--- src/rtl/core/xsrng_pkg.sv ---
// ----------------------------------------------------------------------------
// xsrng_pkg
// request and result types and fixed constants of the xoshiro256** generator
// ----------------------------------------------------------------------------
package xsrng_pkg;

    // splitmix64 seed expansion constants
    localparam logic [63:0] SM_GAMMA = 64'h9E37_79B9_7F4A_7C15;
    localparam logic [63:0] SM_MUL1  = 64'hBF58_476D_1CE4_E5B9;
    localparam logic [63:0] SM_MUL2  = 64'h94D0_49BB_1331_11EB;

    // request codes
    localparam logic ACT_RAW    = 1'b0;
    localparam logic ACT_RANGED = 1'b1;

    typedef struct packed {
        logic               action;
        logic signed [31:0] range_min;
        logic signed [31:0] range_max;
    } t_req;

    typedef struct packed {
        logic        [63:0] raw_word;
        logic signed [31:0] ranged_value;
    } t_rsp;

endpackage

--- src/rtl/core/xoshiro256ss_ranged_rng.sv ---
// ----------------------------------------------------------------------------
// xoshiro256ss_ranged_rng
// xoshiro256** generator with splitmix64 seeding and a ranged-integer mode
// ----------------------------------------------------------------------------
// channel   direction  handshake                   payload
// request   in         i_in_valid / o_in_stall     i_in_req   (xsrng_pkg::t_req)
// result    out        o_out_valid / i_out_stall   o_out_rsp  (xsrng_pkg::t_rsp)
// seed      in         i_cfg_valid / o_cfg_ready   i_cfg_data (64 bit seed)
//
// raw request: ST_WORD scrambles the word, ST_DONE loads the result register, then idle
// ranged request: ST_WORD, then the bit-serial remainder in ST_DIV (one dividend bit a
//   cycle), ST_FIN adds min, and ST_DONE loads the result register
// empty range (max <= min): accept goes straight to ST_DONE, which loads min into the
//   result register; the state does not advance
// reset or seed write: seeding of 4 words, each one add step and two bit-serial
//   shift-add multiplies; requests stalled meanwhile and while a seed write is offered
// a finished result waits in the output register while the next request is worked on;
//   a stalled result holds the next one in the sequencer, so requests stall behind it
// ----------------------------------------------------------------------------
module xoshiro256ss_ranged_rng (
    input  logic            i_clk,
    input  logic            i_rst_n,
    input  logic            i_in_valid,
    output logic            o_in_stall,
    input  xsrng_pkg::t_req i_in_req,
    output logic            o_out_valid,
    input  logic            i_out_stall,
    output xsrng_pkg::t_rsp o_out_rsp,
    input  logic            i_cfg_valid,
    output logic            o_cfg_ready,
    input  logic [63:0]     i_cfg_data
);
    import xsrng_pkg::*;

    // sequencer states
    localparam logic [2:0] ST_IDLE = 3'd0;  // waiting for a request
    localparam logic [2:0] ST_SADD = 3'd1;  // splitmix64 add and first mix
    localparam logic [2:0] ST_SMUL = 3'd2;  // bit-serial multiply by a mix constant
    localparam logic [2:0] ST_WORD = 3'd3;  // rotate and times nine
    localparam logic [2:0] ST_DIV  = 3'd4;  // restoring remainder, one bit a cycle
    localparam logic [2:0] ST_FIN  = 3'd5;  // add min to the remainder
    localparam logic [2:0] ST_DONE = 3'd6;  // result waits for the output register

    // control
    logic [2:0]  r_state;
    logic [5:0]  r_cnt;
    logic [1:0]  r_idx;
    logic        r_pass;
    logic [63:0] r_acc;
    logic        r_out_valid;

    // payload
    logic [63:0] r_gen [4];
    logic [63:0] r_mcand;
    logic [63:0] r_mplier;
    logic [63:0] r_prod;
    logic [63:0] r_word;
    logic [31:0] r_rem;
    logic [31:0] r_lo;
    logic [31:0] r_diff;
    logic        r_ranged;
    t_rsp        r_res;
    t_rsp        r_out;

    logic        in_acc;
    logic        cfg_acc;
    logic        out_free;
    logic        empty_rng;
    logic [63:0] s1x5;
    logic [63:0] w_rot;
    logic [63:0] word9;
    logic [63:0] n_acc;
    logic [63:0] mix0;
    logic [63:0] prod_sum;
    logic [63:0] mix1;
    logic [63:0] mix_fin;
    logic [32:0] rem_sh;
    logic [32:0] rem_sub;
    logic [31:0] n_rem;
    logic [63:0] n_gen0, n_gen1, n_gen2, n_gen3, gen3_x;

    // handshakes, a seed write wins over a request in the same cycle
    assign o_in_stall  = (r_state != ST_IDLE) || i_cfg_valid;
    assign o_cfg_ready = (r_state == ST_IDLE) || (r_state == ST_SADD) || (r_state == ST_SMUL);
    assign in_acc      = i_in_valid && !o_in_stall;
    assign cfg_acc     = i_cfg_valid && o_cfg_ready;
    assign out_free    = !r_out_valid || !i_out_stall;
    assign o_out_valid = r_out_valid;
    assign o_out_rsp   = r_out;

    assign empty_rng = (i_in_req.range_max <= i_in_req.range_min);

    // scrambler: (s1 * 5) at accept, then rotl 7 and times nine
    assign s1x5  = r_gen[1] + {r_gen[1][61:0], 2'b00};
    assign w_rot = {r_word[56:0], r_word[63:57]};
    assign word9 = w_rot + {w_rot[60:0], 3'b000};

    // xoshiro256 state transition
    assign gen3_x = r_gen[3] ^ r_gen[1];
    assign n_gen2 = r_gen[2] ^ r_gen[0] ^ {r_gen[1][46:0], 17'd0};
    assign n_gen1 = r_gen[1] ^ r_gen[2] ^ r_gen[0];
    assign n_gen0 = r_gen[0] ^ gen3_x;
    assign n_gen3 = {gen3_x[18:0], gen3_x[63:19]};

    // splitmix64 datapath, multiplies are bit-serial shift-add
    assign n_acc    = r_acc + SM_GAMMA;
    assign mix0     = n_acc ^ (n_acc >> 30);
    assign prod_sum = r_prod + (r_mplier[0] ? r_mcand : 64'd0);
    assign mix1     = prod_sum ^ (prod_sum >> 27);
    assign mix_fin  = prod_sum ^ (prod_sum >> 31);

    // remainder step: shift in the next dividend bit, subtract span if it fits
    assign rem_sh  = {r_rem, r_word[63]};
    assign rem_sub = rem_sh - {1'b0, r_diff} - 33'd1;
    assign n_rem   = (rem_sh > {1'b0, r_diff}) ? rem_sub[31:0] : rem_sh[31:0];

    always_ff @(posedge i_clk) begin
        if (!i_rst_n) begin
            r_state     <= ST_SADD;
            r_cnt       <= '0;
            r_idx       <= '0;
            r_pass      <= 1'b0;
            r_acc       <= '0;
            r_out_valid <= 1'b0;
        end else begin
            // output register drains independently of the sequencer
            if (r_state == ST_DONE && out_free) begin
                r_out_valid <= 1'b1;
            end else if (r_out_valid && !i_out_stall) begin
                r_out_valid <= 1'b0;
            end

            if (cfg_acc) begin
                // new seed restarts the expansion
                r_acc   <= i_cfg_data;
                r_idx   <= '0;
                r_state <= ST_SADD;
            end else begin
                unique case (r_state)
                    ST_IDLE: begin
                        if (in_acc) begin
                            if (i_in_req.action == ACT_RANGED && empty_rng) begin
                                r_state <= ST_DONE;
                            end else begin
                                r_state <= ST_WORD;
                            end
                        end
                    end
                    ST_SADD: begin
                        r_acc   <= n_acc;
                        r_cnt   <= '0;
                        r_pass  <= 1'b0;
                        r_state <= ST_SMUL;
                    end
                    ST_SMUL: begin
                        r_cnt <= r_cnt + 6'd1;
                        if (r_cnt == 6'd63) begin
                            if (!r_pass) begin
                                r_pass <= 1'b1;
                            end else begin
                                r_idx   <= r_idx + 2'd1;
                                r_state <= (r_idx == 2'd3) ? ST_IDLE : ST_SADD;
                            end
                        end
                    end
                    ST_WORD: begin
                        r_cnt   <= '0;
                        r_state <= r_ranged ? ST_DIV : ST_DONE;
                    end
                    ST_DIV: begin
                        r_cnt <= r_cnt + 6'd1;
                        if (r_cnt == 6'd63) begin
                            r_state <= ST_FIN;
                        end
                    end
                    ST_FIN: begin
                        r_state <= ST_DONE;
                    end
                    ST_DONE: begin
                        if (out_free) begin
                            r_state <= ST_IDLE;
                        end
                    end
                    default: begin
                        r_state <= ST_IDLE;
                    end
                endcase
            end
        end
    end

    always_ff @(posedge i_clk) begin
        if (r_state == ST_DONE && out_free) begin
            r_out <= r_res;
        end

        case (r_state)
            ST_IDLE: begin
                if (in_acc) begin
                    r_ranged <= i_in_req.action;
                    r_lo     <= i_in_req.range_min;
                    r_diff   <= i_in_req.range_max - i_in_req.range_min;
                    if (i_in_req.action == ACT_RANGED && empty_rng) begin
                        // empty range: min back, generator holds
                        r_res.raw_word     <= '0;
                        r_res.ranged_value <= i_in_req.range_min;
                    end else begin
                        r_word   <= s1x5;
                        r_gen[0] <= n_gen0;
                        r_gen[1] <= n_gen1;
                        r_gen[2] <= n_gen2;
                        r_gen[3] <= n_gen3;
                    end
                end
            end
            ST_SADD: begin
                r_mcand  <= mix0;
                r_mplier <= SM_MUL1;
                r_prod   <= '0;
            end
            ST_SMUL: begin
                if (r_cnt == 6'd63 && !r_pass) begin
                    // second multiply starts on the mixed first product
                    r_mcand  <= mix1;
                    r_mplier <= SM_MUL2;
                    r_prod   <= '0;
                end else begin
                    r_prod   <= prod_sum;
                    r_mcand  <= {r_mcand[62:0], 1'b0};
                    r_mplier <= {1'b0, r_mplier[63:1]};
                end
                if (r_cnt == 6'd63 && r_pass) begin
                    r_gen[r_idx] <= mix_fin;
                end
            end
            ST_WORD: begin
                r_word             <= word9;
                r_rem              <= '0;
                r_res.raw_word     <= word9;
                r_res.ranged_value <= '0;
            end
            ST_DIV: begin
                // rotate so the word is back in place after 64 steps
                r_word <= {r_word[62:0], r_word[63]};
                r_rem  <= n_rem;
            end
            ST_FIN: begin
                r_res.raw_word     <= r_word;
                r_res.ranged_value <= r_lo + r_rem;
            end
            default: begin
            end
        endcase
    end

endmodule

--- config.mk ---
export PLATFORM = sky130hd
export DESIGN_NAME = xoshiro256ss_ranged_rng
export DESIGN_NICKNAME = d
export VERILOG_FILES = /design/src/rtl/core/xsrng_pkg.sv /design/src/rtl/core/xoshiro256ss_ranged_rng.sv
export SDC_FILE = /design/constraint.sdc
export NUM_CORES = 2
export LEC_CHECK = 0
export BUFFER_PORTS_ARGS = -buffer_cell sky130_fd_sc_hd__buf_2
export CORE_MARGIN = 2
export CORE_UTILIZATION = 32
export DETAILED_ROUTE_END_ITERATION = 16
export GPL_TIMING_DRIVEN = 0
export SYNTH_ARGS = -nofsm -noshare
export SYNTH_HDL_FRONTEND = slang
export SYNTH_SLANG_ARGS = --single-unit
--- constraint.sdc ---
create_clock -name i_clk -period 19.75 [get_ports i_clk]
set_clock_uncertainty 0.05 [all_clocks]
set_input_delay 5.925 -clock i_clk [delete_from_list [all_inputs] [get_ports i_clk]]
set_output_delay 5.925 -clock i_clk [all_outputs]
set_load 0.01 [all_outputs]
* Yosys cells after proc, flatten, opt, wreduce, memory -nomap -nowiden
Memories as Yosys holds them, arrays and structs flattened.
Cells that the tools add are included.
** Storage, ports and cells
- Output and inout port bits :: 99
- Memories kept :: 1
- Flip-flop bits (word level) :: 622
- RAM bits :: 256
- Input port bits :: 134
** Cells by class
- Reduce and logical (&&, ||, !) cells :: 35
- Magnitude comparators :: 2
- Mux-type cells :: 41
- Eq/ne operators :: 15
- Add/sub/neg operators :: 10
- Bitwise logic cells :: 11
** Memory list
- r_gen :: depth 4, bits a word 64, rd ports 4, clocked after memory_dff 0, wr ports 4, RTL line xoshiro256ss_ranged_rng.sv:53 : logic [63:0] r_gen [4];
** Operator list (count)
- $mux 64 :: 9
- $pmux 64 s2 :: 3
- $xor 64x64->64 :: 6
- $pmux 96 s3 :: 1
- $add 64x64->64 :: 3
- $mux 96 :: 2
- $pmux 64 s3 :: 1
- $add 64x64->64 const B :: 1
- $pmux 32 s2 :: 1
- $reduce_or 64->1 :: 1
- $sub 32x32->32 :: 2
- $xor 64x33->64 :: 1
- $xor 64x34->64 :: 1
- $xor 64x37->64 :: 1
- $gt 33x32->1 :: 1
- $add 32x32->32 :: 1
- $le 32x32->1 :: 1
- $mux 32 :: 1
- $sub 32x1->32 const B :: 1
- $pmux 3 s7 :: 1
- $mux 3 :: 6
- $mux 1 :: 12
- $pmux 6 s2 :: 1
- $reduce_and 3->1 :: 4
- 21 further kinds :: 52

* Longest topological paths before layout
- Depth after elaboration :: 8
- Gate-level depth with buffers :: 17
- Mapped depth without buffers :: 16

* Worst setup path after synthesis
OpenSTA, ideal clock, no wires.
- Kind :: input -> register
- From :: in i_cfg_valid
- To :: reg r_res[0] (netlist bit), enable pin
- Data required time :: 19.017 ns
- Path buffers :: 1
- Setup slack :: 3.947 ns
- Arrival :: 15.070 ns
- Stages on the path :: 5
- Path through :: nor4_1 > and2_1 > clkbuf_1 > inv_1 > o21ai_0
** On the way
- Word-level cells in the longest chain between the ends :: 5
** RTL lines
- start, declared :: RTL line xoshiro256ss_ranged_rng.sv:29 : input logic i_cfg_valid,
- $logic_or 1x1->1 :: RTL line xoshiro256ss_ranged_rng.sv:83 : assign o_in_stall = (r_state != ST_IDLE) || i_cfg_valid;
- $logic_not 1->1 :: RTL line xoshiro256ss_ranged_rng.sv:85 : assign in_acc = i_in_valid && !o_in_stall;
- $logic_and 1x1->1 :: RTL line xoshiro256ss_ranged_rng.sv:85
- $ne 2x2->1 (no line)
- $reduce_and 3->1 (no line)
- end, declared :: RTL line xoshiro256ss_ranged_rng.sv:62 : t_rsp r_res;
Every way passes these cells.
A chain may end at the register's enable or synchronous reset.

* Final worst setup path
- From :: in i_cfg_valid
- To :: out o_in_stall
** On the way
- Word-level cells in the longest chain between the ends :: 1
** RTL lines
- $logic_or 1x1->1 :: RTL line xoshiro256ss_ranged_rng.sv:83
- end, declared :: RTL line xoshiro256ss_ranged_rng.sv:24 : output logic o_in_stall,
Every way passes these cells.

==> results.sh <==
export IMPL_crit_path_frequent_cell="buf_2"
export IMPL_worst_slack_ns=7.16
export IMPL_cap_violations=5
export IMPL_routed_via_count=46400
export IMPL_end_kind="output port"
export IMPL_place_gp_congestion=0.950
export IMPL_synth_simple_area_share=0.136
export IMPL_yosys_cell_types_count=89
export IMPL_drt_iter0_markers=4900
export IMPL_whs_endpoint="o_out_rsp[45]$_DFFE_PP_"
export IMPL_totalPowerFinal_mw=7.73
export IMPL_synth_cells=5724
export IMPL_relSlewSlack=-0.0170
export IMPL_cpLargestDelayFamily="buffers and inverters"
export IMPL_min_path_cells=0
export IMPL_synth_warnings=0
export IMPL_post_synth_cell_area_avg_sq_um=9.79
export IMPL_grt_overflow=0
export IMPL_rr_worst_depth=15
export IMPL_grtUsageTotal=0.214
export IMPL_post_route_drc_count=0
export IMPL_htree_levels=3
export IMPL_final_common_cell="edfxtp_1"
export IMPL_synth_xor_area_frac=0.117
export IMPL_synth_seq_area_share=0.457
export IMPL_dp_slack_ns=7.14
export IMPL_hold_class="reg2reg"
export IMPL_grt_max_degree=65
export IMPL_postCtsHoldBufs=0
export IMPL_setup_violations=0
export IMPL_max_stage_delay_ns=0.34
export IMPL_clock_sinks=878
export IMPL_cp_arrival_ns=6.61
export IMPL_grt_pass1_vias=44600
export IMPL_drive_gt1_frac=0.0796
export IMPL_synthAdderAreaFrac=0.0654
export IMPL_drtAntennaViolNets=0
export IMPL_worst_pin_slew_ns=1.51
export IMPL_wirelength_um=198000
export IMPL_synth_edff_count=801
export IMPL_clk_pin_slew_worst_paths_ns=0.06
export IMPL_maxSlewViolCount=12
export IMPL_r2r_start="r_mplier[0]$_SDFFCE_PP1N_"
export IMPL_path_class="in2out"
export IMPL_synthArstFlopShare=0
export IMPL_insertion_delay_ns=0.76
export IMPL_worstPathMaxFanout=4
export IMPL_grt_setup_unrepaired="false"
export IMPL_outcome="finished with violations"
export IMPL_finalCritPeriodShare=0.637
export IMPL_core_sq_mm=0.174
export IMPL_finalHoldViolCount=0
export IMPL_timing_rr_end="r_gen[2][31]$_DFFE_PP_"
export IMPL_die_h_um=422
export IMPL_dieArea_sq_mm=0.178
export IMPL_required_ns=13.78
export IMPL_detail_route_vias_per_cell=5.46
export IMPL_grt_first_pass_wirelength_um=290000
export IMPL_p_per_area_mw_per_mm2=121
export IMPL_ctsResizeCount=0
export IMPL_hpwlAfterDp_um=154000
export IMPL_max_freq_mhz=79.4
export IMPL_path_buf_inv=3
export IMPL_violations="max-capacitance violations, max-slew violations"
export IMPL_synth_top_family_by_area="compound AO/OA/AOI/OAI gates"
export IMPL_ir_worst_vdd_uv=79.0
export IMPL_routedWlPerCell_um=23.4
export IMPL_synth_ff_latch_count=878
export IMPL_cpMaxStageDelayCell="nor4_1"
export IMPL_min_delay_start="r_res[45]$_DFFE_PP_"
export IMPL_crit_chain="buf_2 > nor4_1 > inv_1 > buf_2"
export IMPL_synth_compound_area_frac=0.180
export IMPL_cts_root_buf="clkbuf_16"
export IMPL_synth_flop_cell="edfxtp_1"
export IMPL_post_cts_buffers=0
export IMPL_cts_tree="yes"
export IMPL_die_w_um=422
export IMPL_num_io_pins=233
export IMPL_synthToLayoutAreaGrowth_pct=14.4
export IMPL_rows=153
export IMPL_drt_pass1_iterations=8
export IMPL_nets=6506
export IMPL_synth_area_mux_share=0.0136
export IMPL_cp_start_kind="input pin"
export IMPL_synth_area_sq_mm=0.0560
export IMPL_clockBufferDepth=3
export IMPL_power_leakage_nw=24.7
export IMPL_final_cell_mix="801 x edfxtp_1, 743 x nand2_1, 551 x xnor2_1, 490 x o21ai_0, 407 x a21oi_1"
export IMPL_r2r_slack_ns=13.00
export IMPL_initial_utilization=0.322
export IMPL_synth_nets=6147
export IMPL_fillers=17400
export IMPL_antenna_found_initial=7
export IMPL_fin_crit_ns=12.59
export IMPL_portBuffers=231
export IMPL_cts_buffers=100
[per-stage QoR]
stage	hold WS [ns]	utilization	std cells	TNS (ns)	cell area, sq um
3_5_place_dp	0.355	0.349	8306	0	60700
3_3_place_gp	0.351	0.346	8280	-65.77	60100
2_1_floorplan	0.350	-	5724	0	56000
5_1_grt	0.360	0.369	8492	0	64100
4_1_cts	0.357	0.369	8491	0	64100
6_report	0.358	0.369	8493	0	64100
[worst max path at each step]
stage / startpoint / slack (ns) / cells past startpoint / to
after detailed placement: i_cfg_valid / 7.14 / 4 / o_in_stall
final: i_cfg_valid / 7.16 / 4 / o_in_stall
after global routing: i_cfg_valid / 7.13 / 4 / o_in_stall
after CTS: i_cfg_valid / 7.14 / 4 / o_in_stall
after floorplan: i_cfg_valid / 3.95 / 5 / r_res[0]$_DFFE_PP_
after global placement: i_cfg_valid / -0.71 / 6 / r_res[45]$_DFFE_PP_
[flip-flops by register name, summed over array words and instances, names as in the netlist, 64 cells and up]
register,count
r_mcand,64
r_word,64
r_gen,256
r_acc,64
o_out_rsp,96
r_res,96
r_mplier,64
r_prod,64
[logic make-up after synthesis]
logic type / after synthesis
simple gates: 1658
compound gates: 1605
flops: 878
xor+xnor: 746
buf+inv: 472
fa+ha+maj: 289
mux: 76
[cell usage after synthesis, drive strengths merged, types with 24 or more instances]
library cell	number	area share
a211oi	40	0.0054
xor2	190	0.030
nor3	63	0.0058
o21ai	499	0.045
nand2b	38	0.0042
o31ai	29	0.0041
edfxtp	801	0.43
nor2b	86	0.0096
clkbuf	252	0.017
a22oi	36	0.0048
mux2i	73	0.013
o21bai	51	0.0068
nor2	335	0.023
or3	42	0.0047
and3	54	0.0060
a21o	161	0.022
nand4	50	0.0056
a21oi	408	0.036
a21boi	29	0.0039
a31oi	52	0.0058
nand2	748	0.050
inv	202	0.014
and2	88	0.0098
dfxtp	77	0.028
o22ai	24	0.0027
o211ai	54	0.0074
xnor2	556	0.087
nand3	87	0.0079
o21a	41	0.0056
ha	283	0.063
[power by group]
group | switching [mW] | internal, mW | leakage, nW
clock network | 0.846 | 1.10 | 1.62
registers | 0.153 | 2.30 | 8.09
logic | 2.30 | 1.03 | 15.0
[per-layer routing]
layer / routed length (um) / share of wire / GRT usage
met5: 14 / 0.000071 / 0
met1: 83100 / 0.42 / 0.280
met3: 13400 / 0.067 / 0.0269
met2: 92000 / 0.46 / 0.350
met4: 9930 / 0.050 / 0.101
[area by class of cell]
class	instances	area [sq um]	share of cell area
antenna	2	5.00	0.0000781
buffer	269	1030	0.0161
clock buffer	120	2610	0.0407
clock inverter	65	752	0.0117
inverter	203	762	0.0119
multi-input combinational	4374	28800	0.449
sequential	878	25600	0.399
tap	2325	2910	0.0454
timing repair buffer	257	1640	0.0255
No activity file was read; power rests on OpenSTA's default activity.
